### src/rtl/smc_pkg.sv
package smc_pkg;

	// fixed point format and tanh table geometry
	localparam int FRAC_BITS     = 16;
	localparam int TANH_ENTRIES  = 64;
	localparam int TANH_IDX_BITS = $clog2(TANH_ENTRIES);
	localparam int TANH_SHIFT    = FRAC_BITS + 2 - TANH_IDX_BITS;
	localparam int TANH_BITS     = FRAC_BITS + 1;
	localparam int WIDE_BITS     = 30;

	localparam logic [31:0] FX_ONE     = 32'h1 << FRAC_BITS;
	localparam logic [32:0] TANH_LIMIT = 33'h4 << FRAC_BITS;

	localparam logic signed [63:0] SAT_HI = 64'sh7fffffff;
	localparam logic signed [63:0] SAT_LO = -64'sh80000000;

	// configuration port
	localparam int CFG_BITS       = 31;
	localparam int CFG_INDEX_BITS = 3;
	localparam logic [CFG_INDEX_BITS-1:0] CFG_FILTER_WEIGHT    = 3'd0;
	localparam logic [CFG_INDEX_BITS-1:0] CFG_INV_STEP_TIME    = 3'd1;
	localparam logic [CFG_INDEX_BITS-1:0] CFG_SURFACE_SLOPE    = 3'd2;
	localparam logic [CFG_INDEX_BITS-1:0] CFG_DRIVE_GAIN       = 3'd3;
	localparam logic [CFG_INDEX_BITS-1:0] CFG_INV_BOUND_WIDTH  = 3'd4;

	localparam int UPC_BITS = 5;

	typedef struct packed {
		logic signed [31:0] target_value;
		logic signed [31:0] measured_value;
	} in_item_t;

	typedef struct packed {
		logic signed [31:0] control_drive;
		logic signed [31:0] filtered_distance;
		logic signed [31:0] error_value;
		logic signed [31:0] filtered_error_rate;
		logic signed [31:0] sliding_surface;
	} out_item_t;

	typedef struct packed {
		logic [16:0]         filter_weight;
		logic [CFG_BITS-1:0] inverse_step_time;
		logic [CFG_BITS-1:0] surface_slope;
		logic [CFG_BITS-1:0] drive_gain;
		logic [CFG_BITS-1:0] inverse_boundary_width;
	} cfg_t;

	// datapath operand sources and destinations
	typedef enum logic [3:0] {
		S_TGT, S_MEAS, S_DIST, S_ERR, S_PERR, S_RATE,
		S_SURF, S_TMP, S_T0, S_TH, S_FRAC, S_PROD
	} src_t;

	// multiplier coefficient side
	typedef enum logic [2:0] {
		MA_ALPHA, MA_ONEMA, MA_INVDT, MA_SLOPE, MA_GAIN, MA_INVPHI, MA_DIFF
	} ma_t;

	typedef enum logic [2:0] {
		OP_NOP, OP_ADD, OP_SUB, OP_PASS, OP_NEG, OP_PREP, OP_INTERP, OP_SATONE
	} op_t;

	typedef enum logic [1:0] {
		J_NEXT, J_GO, J_BIG
	} jmp_t;

	typedef struct packed {
		logic                mul_en;
		ma_t                 mul_a;
		src_t                mul_b;
		op_t                 op;
		src_t                src_a;
		src_t                src_b;
		logic                wr_en;
		src_t                dst;
		jmp_t                jmp;
		logic [UPC_BITS-1:0] target;
		logic                emit;
	} ctl_t;

	localparam ctl_t CTL_NOP = '{
		mul_en: 1'b0, mul_a: MA_ALPHA, mul_b: S_TGT, op: OP_NOP,
		src_a: S_TGT, src_b: S_TGT, wr_en: 1'b0, dst: S_TGT,
		jmp: J_NEXT, target: '0, emit: 1'b0
	};

	function automatic logic signed [31:0] sat_sum(input logic signed [32:0] v);
		if (v[32] != v[31]) begin
			return v[32] ? 32'h80000000 : 32'h7fffffff;
		end
		return v[31:0];
	endfunction

	// product rescale, floor rounding, then clamp
	function automatic logic signed [31:0] sat_prod(input logic signed [63:0] p);
		logic signed [63:0] s;
		s = p >>> FRAC_BITS;
		if (s > SAT_HI) begin
			return 32'h7fffffff;
		end
		if (s < SAT_LO) begin
			return 32'h80000000;
		end
		return s[31:0];
	endfunction

endpackage

### src/rtl/smc_useq.sv
module smc_useq import smc_pkg::*; (
	input  logic clk,
	input  logic arst_n,
	input  logic start,
	input  logic big,
	input  logic blocked,
	output ctl_t ctl,
	output logic busy
);

	localparam logic [UPC_BITS-1:0] L_SAT  = 5'd16;
	localparam logic [UPC_BITS-1:0] L_GAIN = 5'd17;

	function automatic ctl_t ucode(input logic [UPC_BITS-1:0] pc);
		ctl_t w;
		w = CTL_NOP;
		case (pc)
			5'd0: begin
				w.mul_en = 1'b1; w.mul_a = MA_ALPHA; w.mul_b = S_MEAS;
			end
			5'd1: begin
				w.mul_en = 1'b1; w.mul_a = MA_ONEMA; w.mul_b = S_DIST;
				w.op = OP_PASS; w.src_b = S_PROD; w.wr_en = 1'b1; w.dst = S_T0;
			end
			5'd2: begin
				w.op = OP_ADD; w.src_a = S_T0; w.src_b = S_PROD;
				w.wr_en = 1'b1; w.dst = S_DIST;
			end
			5'd3: begin
				w.op = OP_SUB; w.src_a = S_TGT; w.src_b = S_DIST;
				w.wr_en = 1'b1; w.dst = S_ERR;
			end
			5'd4: begin
				w.op = OP_SUB; w.src_a = S_ERR; w.src_b = S_PERR;
				w.wr_en = 1'b1; w.dst = S_TMP;
			end
			5'd5: begin
				w.mul_en = 1'b1; w.mul_a = MA_INVDT; w.mul_b = S_TMP;
				w.op = OP_PASS; w.src_b = S_ERR; w.wr_en = 1'b1; w.dst = S_PERR;
			end
			5'd6: begin
				w.op = OP_PASS; w.src_b = S_PROD; w.wr_en = 1'b1; w.dst = S_TMP;
			end
			5'd7: begin
				w.mul_en = 1'b1; w.mul_a = MA_ALPHA; w.mul_b = S_TMP;
			end
			5'd8: begin
				w.mul_en = 1'b1; w.mul_a = MA_ONEMA; w.mul_b = S_RATE;
				w.op = OP_PASS; w.src_b = S_PROD; w.wr_en = 1'b1; w.dst = S_T0;
			end
			5'd9: begin
				w.op = OP_ADD; w.src_a = S_T0; w.src_b = S_PROD;
				w.wr_en = 1'b1; w.dst = S_RATE;
			end
			5'd10: begin
				w.mul_en = 1'b1; w.mul_a = MA_SLOPE; w.mul_b = S_ERR;
			end
			5'd11: begin
				w.op = OP_ADD; w.src_a = S_RATE; w.src_b = S_PROD;
				w.wr_en = 1'b1; w.dst = S_SURF;
			end
			5'd12: begin
				w.mul_en = 1'b1; w.mul_a = MA_INVPHI; w.mul_b = S_SURF;
			end
			5'd13: begin
				w.op = OP_PREP; w.src_b = S_PROD; w.jmp = J_BIG; w.target = L_SAT;
			end
			5'd14: begin
				w.mul_en = 1'b1; w.mul_a = MA_DIFF; w.mul_b = S_FRAC;
			end
			5'd15: begin
				w.op = OP_INTERP; w.wr_en = 1'b1; w.dst = S_TH;
				w.jmp = J_GO; w.target = L_GAIN;
			end
			5'd16: begin
				w.op = OP_SATONE; w.wr_en = 1'b1; w.dst = S_TH;
			end
			5'd17: begin
				w.mul_en = 1'b1; w.mul_a = MA_GAIN; w.mul_b = S_TH;
			end
			5'd18: begin
				w.op = OP_NEG; w.src_b = S_PROD; w.emit = 1'b1;
			end
			default: begin
				w = CTL_NOP;
			end
		endcase
		return w;
	endfunction

	logic [UPC_BITS-1:0] pc_q;
	logic [UPC_BITS-1:0] pc_next;
	logic                busy_q;
	logic                hold;
	logic                advance;
	ctl_t                word;

	assign word    = ucode(pc_q);
	assign hold    = word.emit & blocked;
	assign advance = busy_q & ~hold;
	assign ctl     = advance ? word : CTL_NOP;
	assign busy    = busy_q;

	always_comb begin
		case (word.jmp)
			J_GO:    pc_next = word.target;
			J_BIG:   pc_next = big ? word.target : pc_q + 5'd1;
			default: pc_next = pc_q + 5'd1;
		endcase
	end

	always_ff @(posedge clk or negedge arst_n) begin
		if (!arst_n) begin
			busy_q <= 1'b0;
			pc_q   <= '0;
		end else if (start) begin
			busy_q <= 1'b1;
			pc_q   <= '0;
		end else if (advance) begin
			if (word.emit) begin
				busy_q <= 1'b0;
				pc_q   <= '0;
			end else begin
				pc_q <= pc_next;
			end
		end
	end

endmodule

### src/rtl/smc_dp.sv
module smc_dp import smc_pkg::*; (
	input  logic      clk,
	input  logic      arst_n,
	input  logic      load,
	input  in_item_t  item,
	input  cfg_t      cfg,
	input  ctl_t      ctl,
	output logic      big,
	output out_item_t res
);

	localparam logic [63:0] ONE_W = 64'h1 << WIDE_BITS;

	logic signed [31:0] tgt_q, meas_q, dist_q, err_q, perr_q, rate_q;
	logic signed [31:0] surf_q, tmp_q, t0_q, th_q;
	logic signed [63:0] prod_q;
	logic               tsign_q;
	logic [TANH_IDX_BITS-1:0] tidx_q;
	logic [TANH_SHIFT-1:0]    tfrac_q;

	logic signed [31:0] prod_p;
	logic signed [31:0] a_val, b_val, mb_val, ma_val;
	logic signed [31:0] alu_res;
	logic [32:0]        b_ext;
	logic [32:0]        abs_u;

	logic [TANH_IDX_BITS-1:0] idx_nx;
	logic [TANH_BITS-1:0]     y0, y1_raw, y1, diff, mag;
	logic [31:0]              mag_ext;

	wire [TANH_ENTRIES-1:0][TANH_BITS-1:0] tanh_rom;

	// tanh(4k/N) via e^-y, y = 8k/N, worked in Q30 integers into Q16 entries; constant table
	for (genvar k = 0; k < TANH_ENTRIES; k++) begin : g_tanh
		localparam logic [63:0] Y   = (64'(8 * k) << WIDE_BITS) / 64'(TANH_ENTRIES);
		localparam logic [63:0] Z   = Y >> 8;
		localparam logic [63:0] Z2  = (Z * Z) >> WIDE_BITS;
		localparam logic [63:0] Z3  = (Z2 * Z) >> WIDE_BITS;
		localparam logic [63:0] Z4  = (Z3 * Z) >> WIDE_BITS;
		localparam logic [63:0] EX0 = ONE_W - Z + Z2 / 64'd2 - Z3 / 64'd6 + Z4 / 64'd24;
		localparam logic [63:0] EX1 = (EX0 * EX0) >> WIDE_BITS;
		localparam logic [63:0] EX2 = (EX1 * EX1) >> WIDE_BITS;
		localparam logic [63:0] EX3 = (EX2 * EX2) >> WIDE_BITS;
		localparam logic [63:0] EX4 = (EX3 * EX3) >> WIDE_BITS;
		localparam logic [63:0] EX5 = (EX4 * EX4) >> WIDE_BITS;
		localparam logic [63:0] EX6 = (EX5 * EX5) >> WIDE_BITS;
		localparam logic [63:0] EX7 = (EX6 * EX6) >> WIDE_BITS;
		localparam logic [63:0] EX8 = (EX7 * EX7) >> WIDE_BITS;
		localparam logic [63:0] EXC = (EX8 > ONE_W) ? ONE_W : EX8;
		localparam logic [63:0] DEN = ONE_W + EXC;
		localparam logic [63:0] Q   = (((ONE_W - EXC) << FRAC_BITS) + DEN / 64'd2) / DEN;
		assign tanh_rom[k] = Q[TANH_BITS-1:0];
	end

	assign prod_p = sat_prod(prod_q);

	function automatic logic signed [31:0] pick(input src_t s);
		case (s)
			S_TGT:   return tgt_q;
			S_MEAS:  return meas_q;
			S_DIST:  return dist_q;
			S_ERR:   return err_q;
			S_PERR:  return perr_q;
			S_RATE:  return rate_q;
			S_SURF:  return surf_q;
			S_TMP:   return tmp_q;
			S_T0:    return t0_q;
			S_TH:    return th_q;
			S_FRAC:  return 32'(tfrac_q);
			S_PROD:  return prod_p;
			default: return '0;
		endcase
	endfunction

	always_comb begin
		a_val  = pick(ctl.src_a);
		b_val  = pick(ctl.src_b);
		mb_val = pick(ctl.mul_b);
	end

	// tanh segment from the latched index
	assign y0     = tanh_rom[tidx_q];
	assign idx_nx = tidx_q + TANH_IDX_BITS'(1);
	assign y1_raw = (tidx_q == TANH_IDX_BITS'(TANH_ENTRIES - 1)) ?
		TANH_BITS'(FX_ONE) : tanh_rom[idx_nx];
	assign y1      = (y1_raw < y0) ? y0 : y1_raw;
	assign diff    = y1 - y0;
	assign mag     = y0 + TANH_BITS'(prod_q >> TANH_SHIFT);
	assign mag_ext = 32'(mag);

	always_comb begin
		case (ctl.mul_a)
			MA_ALPHA:  ma_val = 32'(cfg.filter_weight);
			MA_ONEMA:  ma_val = FX_ONE - 32'(cfg.filter_weight);
			MA_INVDT:  ma_val = 32'(cfg.inverse_step_time);
			MA_SLOPE:  ma_val = 32'(cfg.surface_slope);
			MA_GAIN:   ma_val = 32'(cfg.drive_gain);
			MA_INVPHI: ma_val = 32'(cfg.inverse_boundary_width);
			MA_DIFF:   ma_val = 32'(diff);
			default:   ma_val = '0;
		endcase
	end

	assign b_ext = {b_val[31], b_val};
	assign abs_u = b_val[31] ? (33'd0 - b_ext) : b_ext;
	assign big   = (abs_u >= TANH_LIMIT);

	always_comb begin
		case (ctl.op)
			OP_ADD:    alu_res = sat_sum({a_val[31], a_val} + b_ext);
			OP_SUB:    alu_res = sat_sum({a_val[31], a_val} - b_ext);
			OP_PASS:   alu_res = b_val;
			OP_NEG:    alu_res = sat_sum(33'sd0 - b_ext);
			OP_INTERP: alu_res = tsign_q ? (32'd0 - mag_ext) : mag_ext;
			OP_SATONE: alu_res = tsign_q ? (32'd0 - FX_ONE) : FX_ONE;
			default:   alu_res = '0;
		endcase
	end

	// loop state
	always_ff @(posedge clk or negedge arst_n) begin
		if (!arst_n) begin
			dist_q <= '0;
			rate_q <= '0;
			perr_q <= '0;
		end else if (ctl.wr_en) begin
			case (ctl.dst)
				S_DIST:  dist_q <= alu_res;
				S_RATE:  rate_q <= alu_res;
				S_PERR:  perr_q <= alu_res;
				default: ;
			endcase
		end
	end

	// working registers
	always_ff @(posedge clk) begin
		if (load) begin
			tgt_q  <= item.target_value;
			meas_q <= item.measured_value;
		end
		if (ctl.mul_en) begin
			prod_q <= ma_val * mb_val;
		end
		if (ctl.op == OP_PREP) begin
			tsign_q <= b_val[31];
			tidx_q  <= abs_u[TANH_SHIFT +: TANH_IDX_BITS];
			tfrac_q <= abs_u[TANH_SHIFT-1:0];
		end
		if (ctl.wr_en) begin
			case (ctl.dst)
				S_ERR:   err_q  <= alu_res;
				S_SURF:  surf_q <= alu_res;
				S_TMP:   tmp_q  <= alu_res;
				S_T0:    t0_q   <= alu_res;
				S_TH:    th_q   <= alu_res;
				default: ;
			endcase
		end
	end

	assign res.control_drive       = alu_res;
	assign res.filtered_distance   = dist_q;
	assign res.error_value         = err_q;
	assign res.filtered_error_rate = rate_q;
	assign res.sliding_surface     = surf_q;

endmodule

### src/rtl/sliding_mode_controller_step.sv
// sliding mode controller step: one beat in, one result beat out
// the microcode runs 17 steps from input beat to result valid when the tanh input saturates, 18 when it interpolates
// one item in flight: a new input beat waits until the last one ends its microcode on one shared multiplier
// the next input beat is taken while a finished result still waits downstream
// reset: configuration to defaults, filter states and previous error to zero, no result
module sliding_mode_controller_step import smc_pkg::*; (
	input  logic                      clk,
	input  logic                      arst_n,
	input  logic                      item_valid,
	output logic                      item_stall,
	input  in_item_t                  item,
	output logic                      result_valid,
	input  logic                      result_stall,
	output out_item_t                 result,
	input  logic                      wr_en,
	input  logic [CFG_INDEX_BITS-1:0] wr_index,
	input  logic [CFG_BITS-1:0]       wr_data
);

	// register defaults: weight about 0.1, 1/dt 100.0, the rest 1.0
	localparam logic [16:0]         RST_FILTER_WEIGHT = 17'd6554;
	localparam logic [CFG_BITS-1:0] RST_INV_STEP_TIME = 31'd6553600;
	localparam logic [CFG_BITS-1:0] RST_UNITY         = 31'd65536;

	cfg_t      cfg_q;
	out_item_t result_q;
	out_item_t dp_res;
	logic      result_valid_q;
	logic      accept;
	logic      busy;
	logic      big;
	logic      blocked;
	ctl_t      ctl;

	// one item in flight; the result register decouples the output side
	assign item_stall = busy;
	assign accept     = item_valid & ~busy;
	assign blocked    = result_valid_q & result_stall;

	// configuration writes, unknown index ignored
	always_ff @(posedge clk or negedge arst_n) begin
		if (!arst_n) begin
			cfg_q.filter_weight          <= RST_FILTER_WEIGHT;
			cfg_q.inverse_step_time      <= RST_INV_STEP_TIME;
			cfg_q.surface_slope          <= RST_UNITY;
			cfg_q.drive_gain             <= RST_UNITY;
			cfg_q.inverse_boundary_width <= RST_UNITY;
		end else if (wr_en) begin
			case (wr_index)
				CFG_FILTER_WEIGHT:   cfg_q.filter_weight          <= wr_data[16:0];
				CFG_INV_STEP_TIME:   cfg_q.inverse_step_time      <= wr_data;
				CFG_SURFACE_SLOPE:   cfg_q.surface_slope          <= wr_data;
				CFG_DRIVE_GAIN:      cfg_q.drive_gain             <= wr_data;
				CFG_INV_BOUND_WIDTH: cfg_q.inverse_boundary_width <= wr_data;
				default: ;
			endcase
		end
	end

	// step counter and control store
	smc_useq u_useq (
		.clk     (clk),
		.arst_n  (arst_n),
		.start   (accept),
		.big     (big),
		.blocked (blocked),
		.ctl     (ctl),
		.busy    (busy)
	);

	// registers, shared multiplier, saturating adder and tanh interpolation
	smc_dp u_dp (
		.clk    (clk),
		.arst_n (arst_n),
		.load   (accept),
		.item   (item),
		.cfg    (cfg_q),
		.ctl    (ctl),
		.big    (big),
		.res    (dp_res)
	);

	// result register, loaded on the final microcode step
	always_ff @(posedge clk or negedge arst_n) begin
		if (!arst_n) begin
			result_valid_q <= 1'b0;
		end else if (ctl.emit) begin
			result_valid_q <= 1'b1;
		end else if (result_valid_q && !result_stall) begin
			result_valid_q <= 1'b0;
		end
	end

	always_ff @(posedge clk) begin
		if (ctl.emit) begin
			result_q <= dp_res;
		end
	end

	assign result_valid = result_valid_q;
	assign result       = result_q;

endmodule

### config.mk
export PLATFORM = sky130hd
export DESIGN_NAME = sliding_mode_controller_step
export DESIGN_NICKNAME = d
export VERILOG_FILES = /design/src/rtl/smc_pkg.sv /design/src/rtl/smc_useq.sv /design/src/rtl/smc_dp.sv /design/src/rtl/sliding_mode_controller_step.sv
export SDC_FILE = /design/constraint.sdc
export NUM_CORES = 2
export LEC_CHECK = 0
export ABC_AREA = 1
export BUFFER_PORTS_ARGS = -buffer_cell sky130_fd_sc_hd__buf_2
export CAP_MARGIN = 25
export CORE_ASPECT_RATIO = 0.75
export CORE_MARGIN = 3
export CORE_UTILIZATION = 35
export CTS_CLUSTER_DIAMETER = 50
export DETAILED_ROUTE_END_ITERATION = 10
export HOLD_SLACK_MARGIN = 0.05
export SLEW_MARGIN = 20
export SYNTH_ARGS = -nofsm -noshare
export SYNTH_HDL_FRONTEND = slang
export SYNTH_SLANG_ARGS = --single-unit
export TNS_END_PERCENT = 1
### constraint.sdc
create_clock -name clk -period 30.9 [get_ports clk]
set_input_delay 1.545 -clock clk [delete_from_list [all_inputs] [get_ports clk]]
set_output_delay 1.545 -clock clk [all_outputs]
set_load 0.1 [all_outputs]
==> results.sh <==
export IMPL_cpPeakStageDelay_ns=0.86
export IMPL_dieArea_um2=224300
export IMPL_crit_path_start_kind="flop"
export IMPL_max_slew_worst_pin_slew_ns=1.206
export IMPL_skew_ns=0.05072
export IMPL_synth_ff_type="edfxtp_1"
export IMPL_max_slew_margin_rel_pct=19.23
export IMPL_synth_top_area_share_pct=28.42
export IMPL_synth_top_area_cell="fa_1"
export IMPL_synthTopCellsByArea="fa_1 (28%), edfxtp_1 (18%), nand2_1 (11%)"
export IMPL_finalCriticalPeriod_ns=16.65
export IMPL_chipHeight_um=410.9
export IMPL_vias=66467
export IMPL_path_delay_family="adder cells"
export IMPL_finalSetupViolCount=0
export IMPL_htree_levels=3
export IMPL_synth_edf_count=455
export IMPL_die_x_um=545.9
export IMPL_synth_seq_area_share_pct=26.28
export IMPL_ant_nets=0
export IMPL_fin_tns_setup_ns=0
export IMPL_cts_num_sinks=715
export IMPL_yosysWarnings=0
export IMPL_num_rows=147
export IMPL_overflow=0
export IMPL_layout_nets=10778
export IMPL_cts_tree="done"
export IMPL_cts_hold_buf=0
export IMPL_netlist_area_um2=76500
export IMPL_hpwl_um=257100
export IMPL_status="finished, final reports clean"
export IMPL_wl_per_cell_um=26.16
export IMPL_synth_common_cells="nand2_1 (2210), inv_1 (1622), fa_1 (1086), nor2_1 (900), o21ai_0 (492)"
export IMPL_met1_length_um=141400
export IMPL_endpoint_kind="flop"
export IMPL_clock_latency_ns=0.70
export IMPL_hold_class="reg2reg"
export IMPL_cts_root_buffer="clkbuf_16"
export IMPL_drc_errors=0
export IMPL_io_pins=265
export IMPL_worst_hold_slack_ns=0.4592
export IMPL_cap_viol_max_count=0
export IMPL_post_cts_repair_setup_buffers=0
export IMPL_grt_pass1_wl_um=467200
export IMPL_grt_max_degree=75
export IMPL_reg2reg_slack_ns=14.25
export IMPL_cp_max_fo=32
export IMPL_crit_type="reg2reg"
export IMPL_wl_met3_um=36850
export IMPL_drv_slew=0
export IMPL_cp_required_ns=31.33
export IMPL_cp_num_buf_inv=12
export IMPL_via_per_inst=5.427
export IMPL_synth_most_common_cell="nand2_1"
export IMPL_yosys_cell_types_count=68
export IMPL_path_clk_slew_ns=0.06
export IMPL_syn_avg_cell_area_um2=8.425
export IMPL_syn_inst=9080
export IMPL_track_usage_pct=28.33
export IMPL_fmax_mhz=60.06
export IMPL_grt_pass1_vias=66836
export IMPL_post_layout_nonfiller_instances=12247
export IMPL_antenna_found_initial=11
export IMPL_placed_cells=12069
export IMPL_routabilityCongestion=1.017
export IMPL_ys_ff_latch=715
export IMPL_wl_met2_um=132200
export IMPL_rsz0062_at_grt="no"
export IMPL_port_buffers=264
export IMPL_drive_gt1_share_pct=8.501
export IMPL_cts_buffer_depth=3
export IMPL_cpMostUsedCell="nand2_1"
export IMPL_drt_iter0_markers=7919
export IMPL_hold_violations=0
export IMPL_routed_top_layer="met5"
export IMPL_syn2layout_area_growth_pct=11.01
export IMPL_cts_repair_resized=0
export IMPL_drt_first_pass_iters=9
export IMPL_critPathSlowestCell="clkinv_1"
export IMPL_arrival_ns=17.08
export IMPL_synthesis_nets=10594
export IMPL_finalCritPeriodShare_pct=53.88
export IMPL_cts_buffers=90
export IMPL_largest_reg_flops=160
export IMPL_async_flop_share_pct=34.13
export IMPL_core_area_um2=215700
export IMPL_initial_core_util_pct=35.46
export IMPL_routed_wl_um=320400
==> placed cells by master (no fill, tap or decap), types with 65 or more instances in the layout <==
cell and n:
dfrtp_1 231, inv_1 1619, nand3_1 291, fa_1 1086, nor2_1 886, clkbuf_16 93, xor2_1 120, a21oi_1 279
nand2_1 2205, ha_1 325, buf_4 170, buf_2 263, o21ai_0 491, nand4_1 65, edfxtp_1 455
==> final cells by class <==
class	count	area, um^2
clock inverters	52	616.8
inverters	1676	6294
fillers	21757	130800
diodes	2	5.005
well taps	2905	3635
repair buffers	443	2805
clock buffers	116	2494
multi-input cells	6338	48970
flip-flops and latches	715	20110
==> per-stage QoR <==
stage,worst slack [ns],instance area (um^2),util (%)
2_1_floorplan,18.09,76500,-
3_3_place_gp,14.23,81600,37.82
3_5_place_dp,14.64,81660,37.85
4_1_cts,14.59,84770,39.29
5_1_grt,13.21,84920,39.36
6_report,14.25,84930,39.36
==> per-layer routing <==
| metal | GRT usage (%) | vias to the layer above |
|---|---|---|
| met1 | 41.90 | 33578 |
| met3 | 7.719 | 499 |
| met2 | 40.47 | 3728 |
| met4 | 7.623 | 10 |
| li1 | - | 28652 |
| met5 | 0 | - |
==> final timing paths <==
kind | startpoint | depth (start not counted) | endpoint
worst max register to register | u_dp.tidx_q[0] | 72 | u_dp.prod_q[51]
worst max-delay path | u_dp.tidx_q[0] | 72 | u_dp.prod_q[51]
worst min-delay path | u_dp.rate_q[28] | 0 | result[60]
max in group asynchronous | arst_n | 4 | u_useq.pc_q[3]
min in group asynchronous | arst_n | 1 | u_dp.rate_q[4]
worst min register to register | u_dp.rate_q[28] | 0 | result[60]
==> cells by family after synthesis <==
| family | count (synthesis) | share of synthesized area (%) |
|---|---|---|
| xor gates and xnor gates | 152 | 1.740 |
| buffers and inverters | 2027 | 10.12 |
| AOI/OAI and AO/OA | 1105 | 8.480 |
| and+or+nand+nor | 3670 | 19.65 |
| adders and majority gates | 1411 | 33.73 |
| DFF | 715 | 26.28 |
==> worst register-to-register path: cells and delay by family (launching register included) <==
kind / cells / cell delay, ns
AND/OR/NAND/NOR: 20 / 2.41
adder cells (fa/ha/maj): 14 / 6.48
flip-flops: 1 / 0.71
XOR/XNOR: 1 / 0.14
AO/OA/AOI/OAI: 25 / 4.25
buffers and inverters: 12 / 2.38
Power is left out: the tool's default activity adds up to more than one toggle a clock period on the data nets, which glitch-free logic cannot reach.
